[config.mk]
export PLATFORM = sky130hd
export DESIGN_NAME = dark_blob_centroid_top_flat
export DESIGN_NICKNAME = d
export VERILOG_FILES = /design/src/rtl/dbc_pkg.sv /design/src/rtl/dbc_pix_if.sv /design/src/rtl/dbc_res_if.sv /design/src/rtl/dbc_div.sv /design/src/rtl/dark_blob_centroid_top.sv /design/src/flat_wrapper.sv
export SDC_FILE = /design/constraint.sdc
export NUM_CORES = 1
export LEC_CHECK = 0
export BUFFER_PORTS_ARGS = -buffer_cell sky130_fd_sc_hd__buf_4
export CAP_MARGIN = 20
export CELL_PAD_IN_SITES_DETAIL_PLACEMENT = 0
export CELL_PAD_IN_SITES_GLOBAL_PLACEMENT = 1
export CORE_ASPECT_RATIO = 0.9
export CORE_UTILIZATION = 40
export DETAILED_ROUTE_END_ITERATION = 10
export HOLD_SLACK_MARGIN = 0.03
export PLACE_DENSITY = 0.66
export SETUP_SLACK_MARGIN = 0.5
export SYNTH_ARGS = -nofsm -noshare
export SYNTH_HDL_FRONTEND = slang
export SYNTH_SLANG_ARGS = --single-unit
[constraint.sdc]
create_clock -name clk_i -period 13.98 [get_ports clk_i]
set_clock_uncertainty 0.05 [all_clocks]
set_input_delay 1.398 -clock clk_i [delete_from_list [all_inputs] [get_ports clk_i]]
set_output_delay 1.398 -clock clk_i [all_outputs]
set_load 0.005 [all_outputs]
[src/rtl/dbc_pkg.sv]
// Shared types, constants and helper functions for the dark blob centroid block.
// Used by the channel interfaces, the divider and the top level; depends on nothing.
package dbc_pkg;

  localparam int MAX_SIDE   = 1024;
  localparam int CNT_W      = $clog2(MAX_SIDE);
  localparam int COUNT_W    = 2 * CNT_W + 1;
  localparam int SUM_W      = 3 * CNT_W;
  localparam int STEP_W     = $clog2(CNT_W + 1);

  localparam int ORIGIN_W   = 10;
  localparam int CFG_SIDE_W = 11;
  localparam int THR_W      = 8;
  localparam int CHAN_W     = 8;
  localparam int COORD_W    = 12;
  localparam int COORD_MAX  = 2047;

  localparam int CMP_W   = (CNT_W + 1 > CFG_SIDE_W) ? CNT_W + 1 : CFG_SIDE_W;
  localparam int PLACE_W = ((CNT_W > ORIGIN_W) ? CNT_W : ORIGIN_W) + 1;

  localparam int PADDR_W = 5;
  localparam int PDATA_W = 32;

  localparam int unsigned WIDTH_RST  = 1024;
  localparam int unsigned HEIGHT_RST = 1024;
  localparam int unsigned THR_RST    = 50;

  // Register indexes (paddr[4:2])
  localparam logic [2:0] REG_LEFT   = 3'd0;
  localparam logic [2:0] REG_TOP    = 3'd1;
  localparam logic [2:0] REG_WIDTH  = 3'd2;
  localparam logic [2:0] REG_HEIGHT = 3'd3;
  localparam logic [2:0] REG_THRESH = 3'd4;

  typedef enum logic [2:0] {
    ST_ACC,
    ST_X_GO,
    ST_X_RUN,
    ST_Y_GO,
    ST_Y_RUN
  } dbc_state_e;

  typedef struct packed {
    logic               start;
    logic [SUM_W-1:0]   dividend;
    logic [COUNT_W-1:0] divisor;
  } div_req_t;

  typedef struct packed {
    logic             done;
    logic [CNT_W-1:0] quotient;
  } div_rsp_t;

  // Effective window side: zero acts as one, anything above MAX_SIDE clamps.
  function automatic logic [CMP_W-1:0] side_eff(input logic [CFG_SIDE_W-1:0] v);
    logic [CMP_W-1:0] ext;
    logic [CMP_W-1:0] res;
    ext = CMP_W'(v);
    priority if (ext == '0) begin
      res = CMP_W'(1);
    end else if (ext > CMP_W'(MAX_SIDE)) begin
      res = CMP_W'(MAX_SIDE);
    end else begin
      res = ext;
    end
    return res;
  endfunction

  // Mean offset plus origin, saturated to the coordinate range.
  function automatic logic signed [COORD_W-1:0] place(input logic [CNT_W-1:0] q,
                                                     input logic [ORIGIN_W-1:0] org);
    logic [PLACE_W-1:0] p;
    p = PLACE_W'(q) + PLACE_W'(org);
    if (p > PLACE_W'(COORD_MAX)) begin
      p = PLACE_W'(COORD_MAX);
    end
    return signed'(COORD_W'(p));
  endfunction

endpackage

[src/rtl/dbc_pix_if.sv]
// Pixel channel: valid/ready handshake carrying one RGB pixel.
// Depends on dbc_pkg for the channel width.
interface dbc_pix_if;
  import dbc_pkg::*;

  logic              valid;
  logic              ready;
  logic [CHAN_W-1:0] red;
  logic [CHAN_W-1:0] green;
  logic [CHAN_W-1:0] blue;

  modport source (output valid, red, green, blue, input ready);
  modport sink   (input valid, red, green, blue, output ready);
endinterface

[src/rtl/dbc_res_if.sv]
// Result channel: valid/ready handshake carrying one centroid result.
// Depends on dbc_pkg for the coordinate width.
interface dbc_res_if;
  import dbc_pkg::*;

  logic                      valid;
  logic                      ready;
  logic                      found;
  logic signed [COORD_W-1:0] new_x;
  logic signed [COORD_W-1:0] new_y;
  logic signed [COORD_W-1:0] old_x;
  logic signed [COORD_W-1:0] old_y;

  modport source (output valid, found, new_x, new_y, old_x, old_y, input ready);
  modport sink   (input valid, found, new_x, new_y, old_x, old_y, output ready);
endinterface

[src/rtl/dbc_div.sv]
// Shared restoring divider, one quotient bit per cycle, quotient known below MAX_SIDE.
// Depends on dbc_pkg for widths and the request/response structs.
module dbc_div (
  input  logic              clk_i,
  input  logic              rst_ni,
  input  dbc_pkg::div_req_t req_i,
  output dbc_pkg::div_rsp_t rsp_o
);
  import dbc_pkg::*;

  logic               busy_q, busy_d;
  logic               done_q, done_d;
  logic [STEP_W-1:0]  step_q, step_d;
  logic [COUNT_W-1:0] rem_q, rem_d;
  logic [CNT_W-1:0]   quo_q, quo_d;
  logic [COUNT_W-1:0] dsr_q, dsr_d;

  logic [COUNT_W:0]   trial;
  logic               ge;
  logic               last;

  assign trial = {rem_q, quo_q[CNT_W-1]};
  assign ge    = trial >= {1'b0, dsr_q};
  assign last  = step_q == STEP_W'(CNT_W - 1);

  always_comb begin
    busy_d = busy_q;
    step_d = step_q;
    done_d = 1'b0;
    rem_d  = rem_q;
    quo_d  = quo_q;
    dsr_d  = dsr_q;
    if (req_i.start) begin
      // quotient fits in CNT_W bits, so the high part is already below the divisor
      busy_d = 1'b1;
      step_d = '0;
      rem_d  = COUNT_W'(req_i.dividend >> CNT_W);
      quo_d  = req_i.dividend[CNT_W-1:0];
      dsr_d  = req_i.divisor;
    end else if (busy_q) begin
      rem_d  = ge ? COUNT_W'(trial - {1'b0, dsr_q}) : COUNT_W'(trial);
      quo_d  = CNT_W'({quo_q, ge});
      step_d = step_q + STEP_W'(1);
      if (last) begin
        busy_d = 1'b0;
        done_d = 1'b1;
      end
    end
  end

  always_ff @(posedge clk_i or negedge rst_ni) begin
    if (!rst_ni) begin
      busy_q <= 1'b0;
      done_q <= 1'b0;
      step_q <= '0;
    end else begin
      busy_q <= busy_d;
      done_q <= done_d;
      step_q <= step_d;
    end
  end

  always_ff @(posedge clk_i) begin
    rem_q <= rem_d;
    quo_q <= quo_d;
    dsr_q <= dsr_d;
  end

  assign rsp_o.done     = done_q;
  assign rsp_o.quotient = quo_q;

endmodule

[src/rtl/dark_blob_centroid_top.sv]
// Dark blob centroid: one pixel per cycle accepted while no division runs and no result
// pends for a window's last pixel; such a last pixel with dark pixels triggers two divisions
// on one shared bit-serial divider, holding ready low until the result is registered.
// Windows without a dark pixel emit their result in the cycle after the last pixel.
// Async active-low reset: counters and sums clear, positions go to -1, registers to defaults.
module dark_blob_centroid_top (
  input  logic                          clk_i,
  input  logic                          rst_ni,
  dbc_pix_if.sink                       pix_i,
  dbc_res_if.source                     res_o,
  input  logic                          psel,
  input  logic                          penable,
  input  logic                          pwrite,
  input  logic [dbc_pkg::PADDR_W-1:0]   paddr,
  input  logic [dbc_pkg::PDATA_W-1:0]   pwdata,
  output logic [dbc_pkg::PDATA_W-1:0]   prdata,
  output logic                          pready
);
  import dbc_pkg::*;

  // configuration
  logic [ORIGIN_W-1:0]   left_q, top_q;
  logic [CFG_SIDE_W-1:0] width_q, height_q;
  logic [THR_W-1:0]      thr_q;
  logic                  cfg_wr;
  logic [2:0]            cfg_idx;

  // sequencer
  dbc_state_e state_q, state_d;
  logic       pix_fire, res_fire;
  logic       pix_ready, div_start, div_sel_y, save_x, finish;

  // accumulation
  logic [CNT_W-1:0]   col_cnt_q, col_cnt_d, row_cnt_q, row_cnt_d;
  logic [COUNT_W-1:0] dark_cnt_q, dark_cnt_d, dark_cnt_add;
  logic [SUM_W-1:0]   col_sum_q, col_sum_d, col_sum_add;
  logic [SUM_W-1:0]   row_sum_q, row_sum_d, row_sum_add;
  logic [CMP_W-1:0]   w_eff, h_eff;
  logic               is_dark, row_last, col_last, win_last;

  // positions and result
  logic signed [COORD_W-1:0] cur_x_q, cur_x_d, cur_y_q, cur_y_d;
  logic signed [COORD_W-1:0] prev_x_q, prev_x_d, prev_y_q, prev_y_d;
  logic signed [COORD_W-1:0] nx, ny;
  logic [CNT_W-1:0]          qx_q, qx_d;
  logic                      out_valid_q, out_valid_d;
  logic                      emit;
  logic                      out_found_q, out_found_d;
  logic signed [COORD_W-1:0] out_nx_q, out_nx_d, out_ny_q, out_ny_d;
  logic signed [COORD_W-1:0] out_ox_q, out_ox_d, out_oy_q, out_oy_d;

  div_req_t div_req;
  div_rsp_t div_rsp;

  dbc_div u_div (
    .clk_i  (clk_i),
    .rst_ni (rst_ni),
    .req_i  (div_req),
    .rsp_o  (div_rsp)
  );

  // ---------------- configuration port ----------------
  assign pready  = 1'b1;
  assign cfg_wr  = psel && penable && pwrite;
  assign cfg_idx = paddr[PADDR_W-1:2];

  always_comb begin
    unique case (cfg_idx)
      REG_LEFT:   prdata = PDATA_W'(left_q);
      REG_TOP:    prdata = PDATA_W'(top_q);
      REG_WIDTH:  prdata = PDATA_W'(width_q);
      REG_HEIGHT: prdata = PDATA_W'(height_q);
      REG_THRESH: prdata = PDATA_W'(thr_q);
      default:    prdata = '0;
    endcase
  end

  always_ff @(posedge clk_i or negedge rst_ni) begin
    if (!rst_ni) begin
      left_q   <= '0;
      top_q    <= '0;
      width_q  <= CFG_SIDE_W'(WIDTH_RST);
      height_q <= CFG_SIDE_W'(HEIGHT_RST);
      thr_q    <= THR_W'(THR_RST);
    end else if (cfg_wr) begin
      if (cfg_idx == REG_LEFT)   left_q   <= pwdata[ORIGIN_W-1:0];
      if (cfg_idx == REG_TOP)    top_q    <= pwdata[ORIGIN_W-1:0];
      if (cfg_idx == REG_WIDTH)  width_q  <= pwdata[CFG_SIDE_W-1:0];
      if (cfg_idx == REG_HEIGHT) height_q <= pwdata[CFG_SIDE_W-1:0];
      if (cfg_idx == REG_THRESH) thr_q    <= pwdata[THR_W-1:0];
    end
  end

  // ---------------- pixel decode ----------------
  assign w_eff    = side_eff(width_q);
  assign h_eff    = side_eff(height_q);
  assign row_last = (CMP_W'(row_cnt_q) + CMP_W'(1)) >= h_eff;
  assign col_last = (CMP_W'(col_cnt_q) + CMP_W'(1)) >= w_eff;
  assign win_last = row_last && col_last;
  assign is_dark  = (pix_i.red < thr_q) && (pix_i.green < thr_q) && (pix_i.blue < thr_q);

  assign dark_cnt_add = dark_cnt_q + COUNT_W'(is_dark);
  assign col_sum_add  = is_dark ? col_sum_q + SUM_W'(col_cnt_q) : col_sum_q;
  assign row_sum_add  = is_dark ? row_sum_q + SUM_W'(row_cnt_q) : row_sum_q;

  assign pix_fire = pix_i.valid && pix_i.ready;
  assign res_fire = res_o.valid && res_o.ready;

  // ---------------- sequencer ----------------
  always_comb begin
    state_d = state_q;
    unique case (state_q)
      ST_ACC: begin
        if (pix_fire && win_last && (dark_cnt_add != '0)) state_d = ST_X_GO;
      end
      ST_X_GO:  state_d = ST_X_RUN;
      ST_X_RUN: begin
        if (div_rsp.done) state_d = ST_Y_GO;
      end
      ST_Y_GO:  state_d = ST_Y_RUN;
      ST_Y_RUN: begin
        if (div_rsp.done) state_d = ST_ACC;
      end
      default:  state_d = ST_ACC;
    endcase
  end

  always_comb begin
    // hold off a window's last pixel while the previous result is still pending
    pix_ready = (state_q == ST_ACC) && (!out_valid_q || !win_last);
    div_start = (state_q == ST_X_GO) || (state_q == ST_Y_GO);
    div_sel_y = state_q == ST_Y_GO;
    save_x    = (state_q == ST_X_RUN) && div_rsp.done;
    finish    = (state_q == ST_Y_RUN) && div_rsp.done;
  end

  assign pix_i.ready      = pix_ready;
  assign div_req.start    = div_start;
  assign div_req.dividend = div_sel_y ? row_sum_q : col_sum_q;
  assign div_req.divisor  = dark_cnt_q;

  // ---------------- datapath ----------------
  assign nx = place(qx_q, left_q);
  assign ny = place(div_rsp.quotient, top_q);

  always_comb begin
    col_cnt_d   = col_cnt_q;
    row_cnt_d   = row_cnt_q;
    dark_cnt_d  = dark_cnt_q;
    col_sum_d   = col_sum_q;
    row_sum_d   = row_sum_q;
    cur_x_d     = cur_x_q;
    cur_y_d     = cur_y_q;
    prev_x_d    = prev_x_q;
    prev_y_d    = prev_y_q;
    qx_d        = qx_q;
    emit        = 1'b0;
    out_found_d = out_found_q;
    out_nx_d    = out_nx_q;
    out_ny_d    = out_ny_q;
    out_ox_d    = out_ox_q;
    out_oy_d    = out_oy_q;

    if (pix_fire) begin
      dark_cnt_d = dark_cnt_add;
      col_sum_d  = col_sum_add;
      row_sum_d  = row_sum_add;
      if (!row_last) begin
        row_cnt_d = row_cnt_q + CNT_W'(1);
      end else begin
        row_cnt_d = '0;
        col_cnt_d = col_last ? '0 : col_cnt_q + CNT_W'(1);
      end
      if (win_last && (dark_cnt_add == '0)) begin
        // empty window: report not found, keep stored positions
        emit        = 1'b1;
        out_found_d = 1'b0;
        out_nx_d    = '1;
        out_ny_d    = '1;
        out_ox_d    = prev_x_q;
        out_oy_d    = prev_y_q;
        dark_cnt_d  = '0;
        col_sum_d   = '0;
        row_sum_d   = '0;
      end
    end

    if (save_x) qx_d = div_rsp.quotient;

    if (finish) begin
      emit        = 1'b1;
      out_found_d = 1'b1;
      out_nx_d    = nx;
      out_ny_d    = ny;
      out_ox_d    = cur_x_q;
      out_oy_d    = cur_y_q;
      prev_x_d    = cur_x_q;
      prev_y_d    = cur_y_q;
      cur_x_d     = nx;
      cur_y_d     = ny;
      dark_cnt_d  = '0;
      col_sum_d   = '0;
      row_sum_d   = '0;
    end

    out_valid_d = emit || (out_valid_q && !res_fire);
  end

  always_ff @(posedge clk_i or negedge rst_ni) begin
    if (!rst_ni) begin
      state_q     <= ST_ACC;
      col_cnt_q   <= '0;
      row_cnt_q   <= '0;
      dark_cnt_q  <= '0;
      col_sum_q   <= '0;
      row_sum_q   <= '0;
      cur_x_q     <= '1;
      cur_y_q     <= '1;
      prev_x_q    <= '1;
      prev_y_q    <= '1;
      out_valid_q <= 1'b0;
    end else begin
      state_q     <= state_d;
      col_cnt_q   <= col_cnt_d;
      row_cnt_q   <= row_cnt_d;
      dark_cnt_q  <= dark_cnt_d;
      col_sum_q   <= col_sum_d;
      row_sum_q   <= row_sum_d;
      cur_x_q     <= cur_x_d;
      cur_y_q     <= cur_y_d;
      prev_x_q    <= prev_x_d;
      prev_y_q    <= prev_y_d;
      out_valid_q <= out_valid_d;
    end
  end

  always_ff @(posedge clk_i) begin
    qx_q        <= qx_d;
    out_found_q <= out_found_d;
    out_nx_q    <= out_nx_d;
    out_ny_q    <= out_ny_d;
    out_ox_q    <= out_ox_d;
    out_oy_q    <= out_oy_d;
  end

  assign res_o.valid = out_valid_q;
  assign res_o.found = out_found_q;
  assign res_o.new_x = out_nx_q;
  assign res_o.new_y = out_ny_q;
  assign res_o.old_x = out_ox_q;
  assign res_o.old_y = out_oy_q;

endmodule

[src/flat_wrapper.sv]
// flat-port wrapper written by rule: the top's interface ports become plain ports
module dark_blob_centroid_top_flat import dbc_pkg::*;
  (clk_i, rst_ni, psel, penable, pwrite, paddr, pwdata, prdata, pready, pix_i_valid, pix_i_red, pix_i_green, pix_i_blue, pix_i_ready, res_o_valid, res_o_found, res_o_new_x, res_o_new_y, res_o_old_x, res_o_old_y, res_o_ready);
  dbc_pix_if pix_i_i ();
  dbc_res_if res_o_i ();
  input  logic clk_i;
  input  logic rst_ni;
  input  logic psel;
  input  logic penable;
  input  logic pwrite;
  input  logic [dbc_pkg::PADDR_W-1:0] paddr;
  input  logic [dbc_pkg::PDATA_W-1:0] pwdata;
  output logic [dbc_pkg::PDATA_W-1:0] prdata;
  output logic pready;
  input wire logic [$bits(pix_i_i.valid)-1:0] pix_i_valid;
  input wire logic [$bits(pix_i_i.red)-1:0] pix_i_red;
  input wire logic [$bits(pix_i_i.green)-1:0] pix_i_green;
  input wire logic [$bits(pix_i_i.blue)-1:0] pix_i_blue;
  output wire logic [$bits(pix_i_i.ready)-1:0] pix_i_ready;
  output wire logic [$bits(res_o_i.valid)-1:0] res_o_valid;
  output wire logic [$bits(res_o_i.found)-1:0] res_o_found;
  output wire logic [$bits(res_o_i.new_x)-1:0] res_o_new_x;
  output wire logic [$bits(res_o_i.new_y)-1:0] res_o_new_y;
  output wire logic [$bits(res_o_i.old_x)-1:0] res_o_old_x;
  output wire logic [$bits(res_o_i.old_y)-1:0] res_o_old_y;
  input wire logic [$bits(res_o_i.ready)-1:0] res_o_ready;
  assign pix_i_i.valid = pix_i_valid;
  assign pix_i_i.red = pix_i_red;
  assign pix_i_i.green = pix_i_green;
  assign pix_i_i.blue = pix_i_blue;
  assign pix_i_ready = pix_i_i.ready;
  assign res_o_valid = res_o_i.valid;
  assign res_o_found = res_o_i.found;
  assign res_o_new_x = res_o_i.new_x;
  assign res_o_new_y = res_o_i.new_y;
  assign res_o_old_x = res_o_i.old_x;
  assign res_o_old_y = res_o_i.old_y;
  assign res_o_i.ready = res_o_ready;
  dark_blob_centroid_top u_core (.clk_i(clk_i), .rst_ni(rst_ni), .pix_i(pix_i_i), .res_o(res_o_i), .psel(psel), .penable(penable), .pwrite(pwrite), .paddr(paddr), .pwdata(pwdata), .prdata(prdata), .pready(pready));
endmodule
== Word-level counts from Yosys, hierarchy flattened ==
Index checks and enable logic that the tools add are counted.
Operators by class
  equality and inequality tests: 12
  multiplexer cells: 51
  reductions and logical operators: 40
  add/subtract/negate cells: 11
  $lt $le $gt $ge: 10
Operators with widths (number)
  $mux W30: 9
  $mux W11: 10
  $mux W21: 4
  $mux W12: 6
  $add A30 B10 Y30: 2
  $pmux W11 S5: 1
  $gt A11 B11 Y1 const B: 4
  $mux W10: 4
  $mux W20: 2
  $lt A8 B8 Y1: 3
  $add A10 B1 Y11 const B: 2
  $add A10 B10 Y11: 2
  $ge A11 B11 Y1: 2
  $ge A22 B21 Y1: 1
  $logic_not A11 Y1: 2
  $add A21 B1 Y21: 1
  $logic_not A21 Y1: 1
  $reduce_bool A21 Y1: 1
  $sub A21 B21 Y21: 1
  $add A10 B1 Y10 const B: 2
  $reduce_and A2 Y1: 9
  $pmux W3 S5: 1
  $logic_and A1 B1 Y1: 14
  $eq A3 B2 Y1 const B: 4
  other kinds (15): 36
Storage, ports and cells
  register bits after elaboration: 319

== Logic depth before layout (Yosys ltp) ==
Gate-level depths: netlist of run 1.
  depth after elaboration: 13
  depth in mapped cells: 21

== By module ==
From an unflattened synthesis of run 1, not the netlist that was laid out.
Unflattened totals
  cell total of the unflattened synthesis: 1847
  area total of the unflattened synthesis: 18651.6 um^2
By module, submodules not included
  dark_blob_centroid_top: instances 1, area an instance 14828.0 um^2, seq. area each 6785.3 um^2, cells an instance 1478
  dbc_div: instances 1, area an instance 3823.7 um^2, seq. area each 1701.6 um^2, cells an instance 369

== Least setup slack after synthesis of run 1 ==
Ideal clock, no wire load.
  path kind: input to register
  start: input port pix_i_green[7]
  end: register u_core.out_nx_q[0] (netlist: u_core.res_o.new_x[0]) (enable)
  arrival time: 5.900 ns
  cell stages on the path: 17
  path buffers: 1
  required time: 13.531 ns
  slack: 7.631 ns
  cell sequence: ha_1 -> a222oi_1 -> nand2_1 -> nor3_1 -> nand4_1 -> clkinv_1 -> ha_1 -> ha_1 -> nand2_1 -> nor4b_1 -> nand4_1 -> mux2i_1 -> or4_4 -> o41ai_4 -> o21ai_1 -> clkbuf_1 -> inv_1
On the way
  word-level cells in the longest chain between the ends: 8
RTL lines
  start: declaration: line flat_wrapper.sv:17  | input wire logic [$bits(pix_i_i.green)-1:0] pix_i_green;
  $lt A8 B8 Y1: line dark_blob_centroid_top.sv:100  | assign is_dark = (pix_i.red < thr_q) && (pix_i.green < thr_q) && (pix_i.blue < thr_q);
  $logic_and A1 B1 Y1 (2 in a row): line dark_blob_centroid_top.sv:100
  $add A21 B1 Y21: line dark_blob_centroid_top.sv:102  | assign dark_cnt_add = dark_cnt_q + COUNT_W'(is_dark);
  $logic_not A21 Y1: line dark_blob_centroid_top.sv:174  | if (win_last && (dark_cnt_add == '0)) begin
  $logic_and A1 B1 Y1: line dark_blob_centroid_top.sv:174
  $reduce_bool A2 Y1 (no source line)
  $reduce_and A2 Y1 (no source line)
  end signal: assignment: line dark_blob_centroid_top.sv:240  | out_nx_q <= out_nx_d;
  end: declaration: line dark_blob_centroid_top.sv:49  | logic signed [COORD_W-1:0] out_nx_q, out_nx_d, out_ny_q, out_ny_d;
No other way between the ends.
A chain may end at the register's enable or synchronous reset.

== Final worst setup path of run 1 ==
  start: input port pix_i_green[7]
  end: register u_core.out_nx_q[6] (netlist: u_core.res_o.new_x[6]) (enable)
Same word-level chain as after synthesis.

==> metrics.yaml, run 1 <==
drt-pass1-iter-count: 5
place_hpwl_mm: 33.3
synth-edff-count: 106
synth.cell_area_mm2: 0.0180
power_mw: 2.90
r2r_start: "u_core.thr_q[4]$_DFFE_PN1P_"
portBuffers: 106
cts_tree: "yes"
cts_setup_buffers: 0
start_kind: "primary input"
layout-drive-gt1-share_pct: 15.6
worstPathArrival_ns: 7.23
outcome: "finished clean"
die_h_um: 203
yosysWarnings: 0
grt_pass1_wl_mm: 74.4
cts_buffers: 38
rsz0062_at_grt: "no"
whs_ns: 0.412
grt_overflow: 0
cts_root_buf: "clkbuf_16"
cts_buffer_depth: 3
hold_class: "reg2reg"
dpl-instance-area_mm2: 0.0192
dp_slack_ns: 6.25
timing.final.ws_setup_ns: 6.88
netlist.area_leader.share_pct: 21.7
fmax_ghz: 0.141
grt_pass1_vias: 13017
vias: 13498
drc: 0
setup_viol: 0
utilization_pct: 46.2
worstHoldStart: "u_core.cur_y_q[0]$_DFFE_PN1P_"
startpoint: "pix_i_green[7]"
finalNonFillerCells: 2505
gp_congestion: 0.801
seq_area_frac_synth_pct: 47.3
cts_resized: 0
fin_crit_sh_pct: 50.8
clock_latency_ns: 0.57
yosysTopAreaCell: "dfrtp_1"
ant_nets: 0
crit_type: "in2reg"
diodes: 0
cap_violations: 0
start_util_pct: 40.6
synth_area_leaders: "dfrtp_1, edfxtp_1, ha_1"
crit_end: "u_core.res_o.new_x[6]$_SDFFCE_PN1P_"
dp_cells: 2436
setup_tns_ns: 0
leakage_nw: 8.73
ctsHoldBuffers: 0
rr_worst_depth: 19
layout.cells.most_common: "nand2_1"
drt-total-wl_mm: 46.7
synth_ff_type: "dfrtp_1"
powerDensity_mw_per_mm2: 142
core-area_mm2: 0.0442
r2r_setup_slack_ns: 7.24
grt_max_degree: 81
ys_ff_latch: 316
first_iter_violations: 975
syn2layout_area_growth_pct: 13.9
hold_viol: 0
cts_max_level: 2
drt-vias-per-instance: 5.39
die_area_mm2: 0.0457
design_area_mm2: 0.0204
worst_ep_required_time_ns: 14.11
synthCells: 1796
rows: 73
slew_headroom_pct: 25.5
finalNetCount: 2060
post_drt_wl_per_cell_um: 18.6
cts_sinks: 316
antenna_found_initial: 0
synth.avg_cell_area_um2: 10.0
end_kind: "flop"
crit_fanout: 45
ios: 152
grt_use_total_pct: 20.9
layout_common_cells: "nand2_1, dfrtp_1, buf_4"
path_clk_slew_ns: 0.06
reg2reg_to: "u_core.res_o.new_x[6]$_SDFFCE_PN1P_"
fp.dieW_um: 225
tightest_slew_ns: 1.11
drv_slew: 0
ys_types: 73
max-vdd-ir-drop_mv: 0.0778
period_minus_slack_ns: 7.10
ys_async_sr_fraction_pct: 65.5
## power breakdown
part	internal (mW)	switching [mW]	total [mW]
clock	0.563	0.404	0.967
sequential	1.08	0.107	1.19
combinational	0.308	0.437	0.745
total	1.95	0.948	2.90
## Yosys cell counts (8+ instances only)
cell / number
nor2_1: 90
mux2_2: 41
o22ai_1: 12
o21ai_0: 98
nand3_1: 62
clkbuf_1: 53
dfstp_2: 51
inv_1: 62
o31ai_1: 23
xnor2_1: 44
xor2_1: 40
buf_2: 13
o21ai_1: 17
nand2b_1: 20
a31oi_1: 8
a21oi_1: 99
or3_1: 19
ha_1: 110
and2_1: 9
o211ai_1: 9
a211oi_1: 25
mux2i_1: 50
buf_4: 29
a21o_1: 32
o21a_1: 14
and3_1: 27
a22o_1: 21
nor3_1: 28
nor2b_1: 16
nor4_1: 12
buf_1: 11
nand4_1: 20
o21bai_1: 16
o41ai_1: 9
nand2_1: 271
dfrtp_1: 156
edfxtp_1: 106
## logic make-up (layout without fill, tap and decap cells)
logic type / after synthesis / count (layout) / synth area share (%)
buf+inv: 171 / 260 / 4.31
simple gates: 600 / 600 / 15.5
mux: 93 / 93 / 5.61
compound gates: 415 / 415 / 14.9
xor+xnor: 84 / 84 / 4.10
flops: 316 / 316 / 47.3
fa+ha+maj: 115 / 115 / 8.22
other cells: 2 / 22 / 0.0418
## metal layers
metal / vias up / part of all wire [%] / global-route usage [%] / wire length [µm]
met3: 53 / 4.8 / 3.65 / 2230
met2: 272 / 42 / 30.1 / 19600
li1: 6604 / - / - / -
met5: - / 0 / 0 / 0
met1: 6569 / 52 / 32.7 / 24200
met4: 0 / 1.3 / 3.94 / 594
## sequential cells by signal (all words and copies together) (netlist names), 21 cells and up
| signal | count |
|---|---|
| u_core.col_sum_q | 30 |
| u_core.u_div.dsr_q | 21 |
| u_core.row_sum_q | 30 |
| u_core.dark_cnt_q | 21 |
| u_core.u_div.rem_q | 21 |
## layout make-up
| class | count | area, µm² |
|---|---|---|
| fill | 4173 | 23800 |
| multi-input combinational | 1329 | 8790 |
| sequential | 316 | 8490 |
| clock buffer | 55 | 1040 |
| timing repair buffer | 128 | 966 |
| tap | 600 | 751 |
| inverter | 64 | 240 |
| clock inverter | 13 | 170 |
## worst min-delay path by stage
stage	cells past startpoint	end
2_1_floorplan	0	u_core.u_div.dsr_q[5]$_DFFE_PN_
3_3_place_gp	2	u_core.cur_x_q[1]$_DFFE_PN1P_
3_5_place_dp	2	u_core.cur_x_q[0]$_DFFE_PN1P_
4_1_cts	2	u_core.cur_y_q[1]$_DFFE_PN1P_
5_1_grt	2	u_core.cur_y_q[1]$_DFFE_PN1P_
6_report	2	u_core.cur_y_q[0]$_DFFE_PN1P_
## critical path, stage by stage
cell and delay (ns):
buf_4 0.11, ha_1 0.31, a222oi_1 0.32, nand2_1 0.12
nor3_1 0.19, nand4_1 0.49, clkinv_1 0.43, ha_1 0.25
ha_1 0.27, nand2_1 0.22, nor4b_1 0.44, nand4_1 0.23
mux2i_1 0.18, or4_4 0.59, o41ai_4 0.21, buf_4 0.43
o21ai_1 0.26, inv_2 0.73
(Power assumes the default switching activity.)
==> run 2, diff against run 1 <==
--- a/config.mk
+++ b/config.mk
@@ -5,6 +5,7 @@
 export SDC_FILE = /design/constraint.sdc
 export NUM_CORES = 1
 export LEC_CHECK = 0
+export ABC_AREA = 1
 export BUFFER_PORTS_ARGS = -buffer_cell sky130_fd_sc_hd__buf_4
 export CAP_MARGIN = 20
 export CELL_PAD_IN_SITES_DETAIL_PLACEMENT = 0
@@ -13,7 +14,7 @@
 export CORE_UTILIZATION = 40
 export DETAILED_ROUTE_END_ITERATION = 10
 export HOLD_SLACK_MARGIN = 0.03
-export PLACE_DENSITY = 0.66
+export PLACE_DENSITY = 0.68
 export SETUP_SLACK_MARGIN = 0.5
 export SYNTH_ARGS = -nofsm -noshare
 export SYNTH_HDL_FRONTEND = slang
==> constraint.sdc (replaced) <==
create_clock -name clk_i -period 7.02 [get_ports clk_i]
set_clock_uncertainty 0.05 [all_clocks]
set_input_delay 0.702 -clock clk_i [delete_from_list [all_inputs] [get_ports clk_i]]
set_output_delay 0.702 -clock clk_i [all_outputs]
set_load 0.005 [all_outputs]
==> run 2 against run 1 <==
  * Register-to-register slack lost 6.1 ns
  * Largest power group is now combinational logic
  * Highest routed layer is now met5
  * Design area grew 6.3%
  * Sequential power grew 130%
  * Critical endpoint is now u_core.res_o.old_x[0]$_DFFE_PP_
  * First-iteration DRC count grew 36%
  * Global-route usage grew 2.0 points
==> metrics.yaml, run 2 <==
yosysMostFrequentCell: "nand2_1"
grt_pass1_vias: 14957  # +15%
ys_ff_latch: 316  # unchanged
cts_sinks: 316  # unchanged
topRoutingLayerUsed: "met5"
setup_viol: 0  # unchanged
top_regs: "u_core.col_sum_q: 30 flops, u_core.row_sum_q: 30 flops"
grt_max_degree: 168  # +110%
max-vdd-ir-drop_mv: 0.152  # +96%
layout.cells.most_common: "nand2_1"
cts_root_buf: "clkbuf_16"
powerDensity_mw_per_mm2: 351  # +150%
seq_area_frac_synth_pct: 44.4  # -2.9 points
vias: 16342  # +21%
yosysTopAreaCell: "dfrtp_1"
slowest_delay_ns: 0.67  # -0.06 ns
worstPathArrival_ns: 6.06  # -1.17 ns
drt-pass1-iter-count: 5  # unchanged
cts_buffer_depth: 3  # unchanged
path_clk_slew_ns: 0.06  # about the same
slew_headroom_pct: 29.8  # +4.4 points
start_util_pct: 40.8  # +0.16 points
fp.dieW_um: 233  # +3.2%
synth_ff_type: "dfrtp_1"
multi_input_area_mm2: 0.00927  # +5.5%
met3_length_mm: 3.51  # +58%
yosysWarnings: 0  # unchanged
finalNonFillerCells: 3124  # +25%
antenna_found_initial: 2  # +2
grt_overflow: 0  # unchanged
synth.avg_cell_area_um2: 7.99  # -20%
fin_crit_sh_pct: 83.5
dp_slack_ns: 1.04  # -5.21 ns
cts_max_level: 2  # unchanged
path_cells: "inv_1 -> ha_1 -> o21ai_0 -> nand2_1 -> nand3_1 -> nand2_1 -> a21oi_1 -> nand2_1 -> nor3_1 -> buf_4 -> ha_1 -> ha_1 -> nand2_1 -> nor2_2 -> nand2_1 -> xor2_1 -> nand2_1 -> nor2_1 -> nand3_1 -> nor2_2 -> nand3_2 -> nand2_2 -> buf_12"
ant_nets: 0  # unchanged
diodes: 0  # unchanged
gp_congestion: 0.886  # +11%
end_kind: "flop"
first_iter_violations: 1325  # +36%
cts_tree: "yes"
netlist.area_leader.share_pct: 20.4  # -1.3 points
post_drt_wl_per_cell_um: 17.8  # -4.6%
period_minus_slack_ns: 5.86
path_common_cell: "nand2_1"
register_area_mm2: 0.00849  # about the same
outcome: "finished clean"
grt_pass1_wl_mm: 87.4  # +17%
met2_length_mm: 21.9  # +12%
ios: 152  # unchanged
met1_length_mm: 29.2  # +21%
hold_viol: 0  # unchanged
core-area_mm2: 0.0469  # +6.1%
portBuffers: 106  # unchanged
dp_cells: 3054  # +25%
ys_async_sr_fraction_pct: 65.5  # unchanged
die_area_mm2: 0.0487  # +6.5%
crit_type: "reg2reg"
synth.cell_area_mm2: 0.0191  # +6.5%
setup_tns_ns: 0  # unchanged
cts_buffers: 37  # -2.6%
rsz0062_at_grt: "no"
fill_cells: 4642  # +11%
syn2layout_area_growth_pct: 13.6
hold_class: "in2reg"
worst_ep_required_time_ns: 7.22  # -6.89 ns
drt-total-wl_mm: 55.5  # +19%
synth-edff-count: 106  # unchanged
finalNetCount: 2663  # +29%
drv_slew: 0  # unchanged
tightest_slew_ns: 1.05  # -0.0614 ns
start_kind: "flop"
ys_types: 53  # -27%
cap_violations: 0  # unchanged
grt_use_total_pct: 22.9  # +2.0 points
layout-drive-gt1-share_pct: 10.3  # -5.3 points
leakage_nw: 9.77  # +12%
timing.final.ws_setup_ns: 1.16  # -5.72 ns
synthTopCellsByCount: "nand2_1, inv_1, nor2_1, o21ai_0, dfrtp_1"
layout_common_cells: "nand2_1, inv_1, nor2_1"
synth_area_leaders: "dfrtp_1, edfxtp_1, nand2_1"
drc: 0  # unchanged
crit_fanout: 26  # -42%
whs_ns: 0.292  # -0.120 ns
drt-vias-per-instance: 5.23  # -2.9%
clock_latency_ns: 0.56  # about the same
slowest_stage: "nand2_2"
rows: 75  # +2.7%
fmax_ghz: 0.171
place_hpwl_mm: 40.5  # +21%
die_h_um: 209  # +3.2%
cts_resized: 0  # unchanged
synthCells: 2394  # +33%
==> run 2: layout make-up <==
type / count / share of cell area (%)
timing repair buffer: 129 / 4.67
clock buffer: 49 / 4.70
inverter: 244 / 4.23
multi-input combinational: 1752 / 42.7
tap: 616 / 3.55
clock inverter: 18 / 1.15
sequential: 316 / 39.1
==> run 2: what timing repair did <==
action                    in CTS  in global routing
hold endpoints to repair      38                  0
buffers inserted               0                  0
hold buffers                   1                  0
==> run 2: cells by family after synthesis <==
family | Yosys count | synth area share (%)
other cells | 2 | 0.0393
fa+ha+maj | 115 | 7.72
xor+xnor | 80 | 3.66
buf+inv | 346 | 7.69
flops | 316 | 44.4
simple gates | 1159 | 25.5
compound gates | 376 | 11.0
==> run 2: worst paths after layout <==
path / from / endpoint / slack, ns / cells past startpoint
max: u_core.thr_q[1]$_DFFE_PN1P_ / u_core.res_o.old_x[0]$_DFFE_PP_ / 1.16 / 23
min: res_o_ready / u_core.res_o.valid$_DFF_PN0_ / 0.29 / 2
max reg2reg: u_core.thr_q[1]$_DFFE_PN1P_ / u_core.res_o.old_x[0]$_DFFE_PP_ / 1.16 / 23
min reg2reg: u_core.res_o.found$_SDFFE_PP1P_ / u_core.res_o.found$_SDFFE_PP1P_ / 0.40 / 2
max in group asynchronous: rst_ni / u_core.state_q[0]$_DFFE_PN0P_ / 5.05 / 3
min in group asynchronous: rst_ni / u_core.dark_cnt_q[15]$_DFFE_PN0P_ / 0.57 / 2
==> run 2: metal layers <==
layer | global-route usage (%) | vias to the layer above
met5 | 0 | -
met4 | 4.94 | 4
met3 | 4.80 | 63
met2 | 30.2 | 410
met1 | 37.4 | 7723
li1 | - | 8142
==> run 2: critical path, delay by kind of cell, from the launching register on <==
kind                       cells  cell delay, ns
DFF                            1            0.53
xor gates and xnor gates       1            0.36
buffers and inverters          3            0.54
AOI/OAI and AO/OA              2            0.22
adders and majority gates      3            0.82
and+or+nand+nor               14            3.03
==> run 2: power by group <==
group | internal, mW | total [mW] | switching [mW]
combinational | 1.01 | 2.88 | 1.87
sequential | 2.36 | 2.71 | 0.343
clock | 1.25 | 2.04 | 0.793
==> run 2: per-stage QoR <==
stage | power (mW) | instance area [µm²] | utilization, %
after detailed placement | 5.60 | 20400 | 43.6
after global routing | 8.22 | 21700 | 46.3
after global placement | 5.56 | 20400 | 43.5
after floorplan | 4.70 | 19200 | -
after CTS | 7.68 | 21700 | 46.3
final | 7.63 | 21700 | 46.3
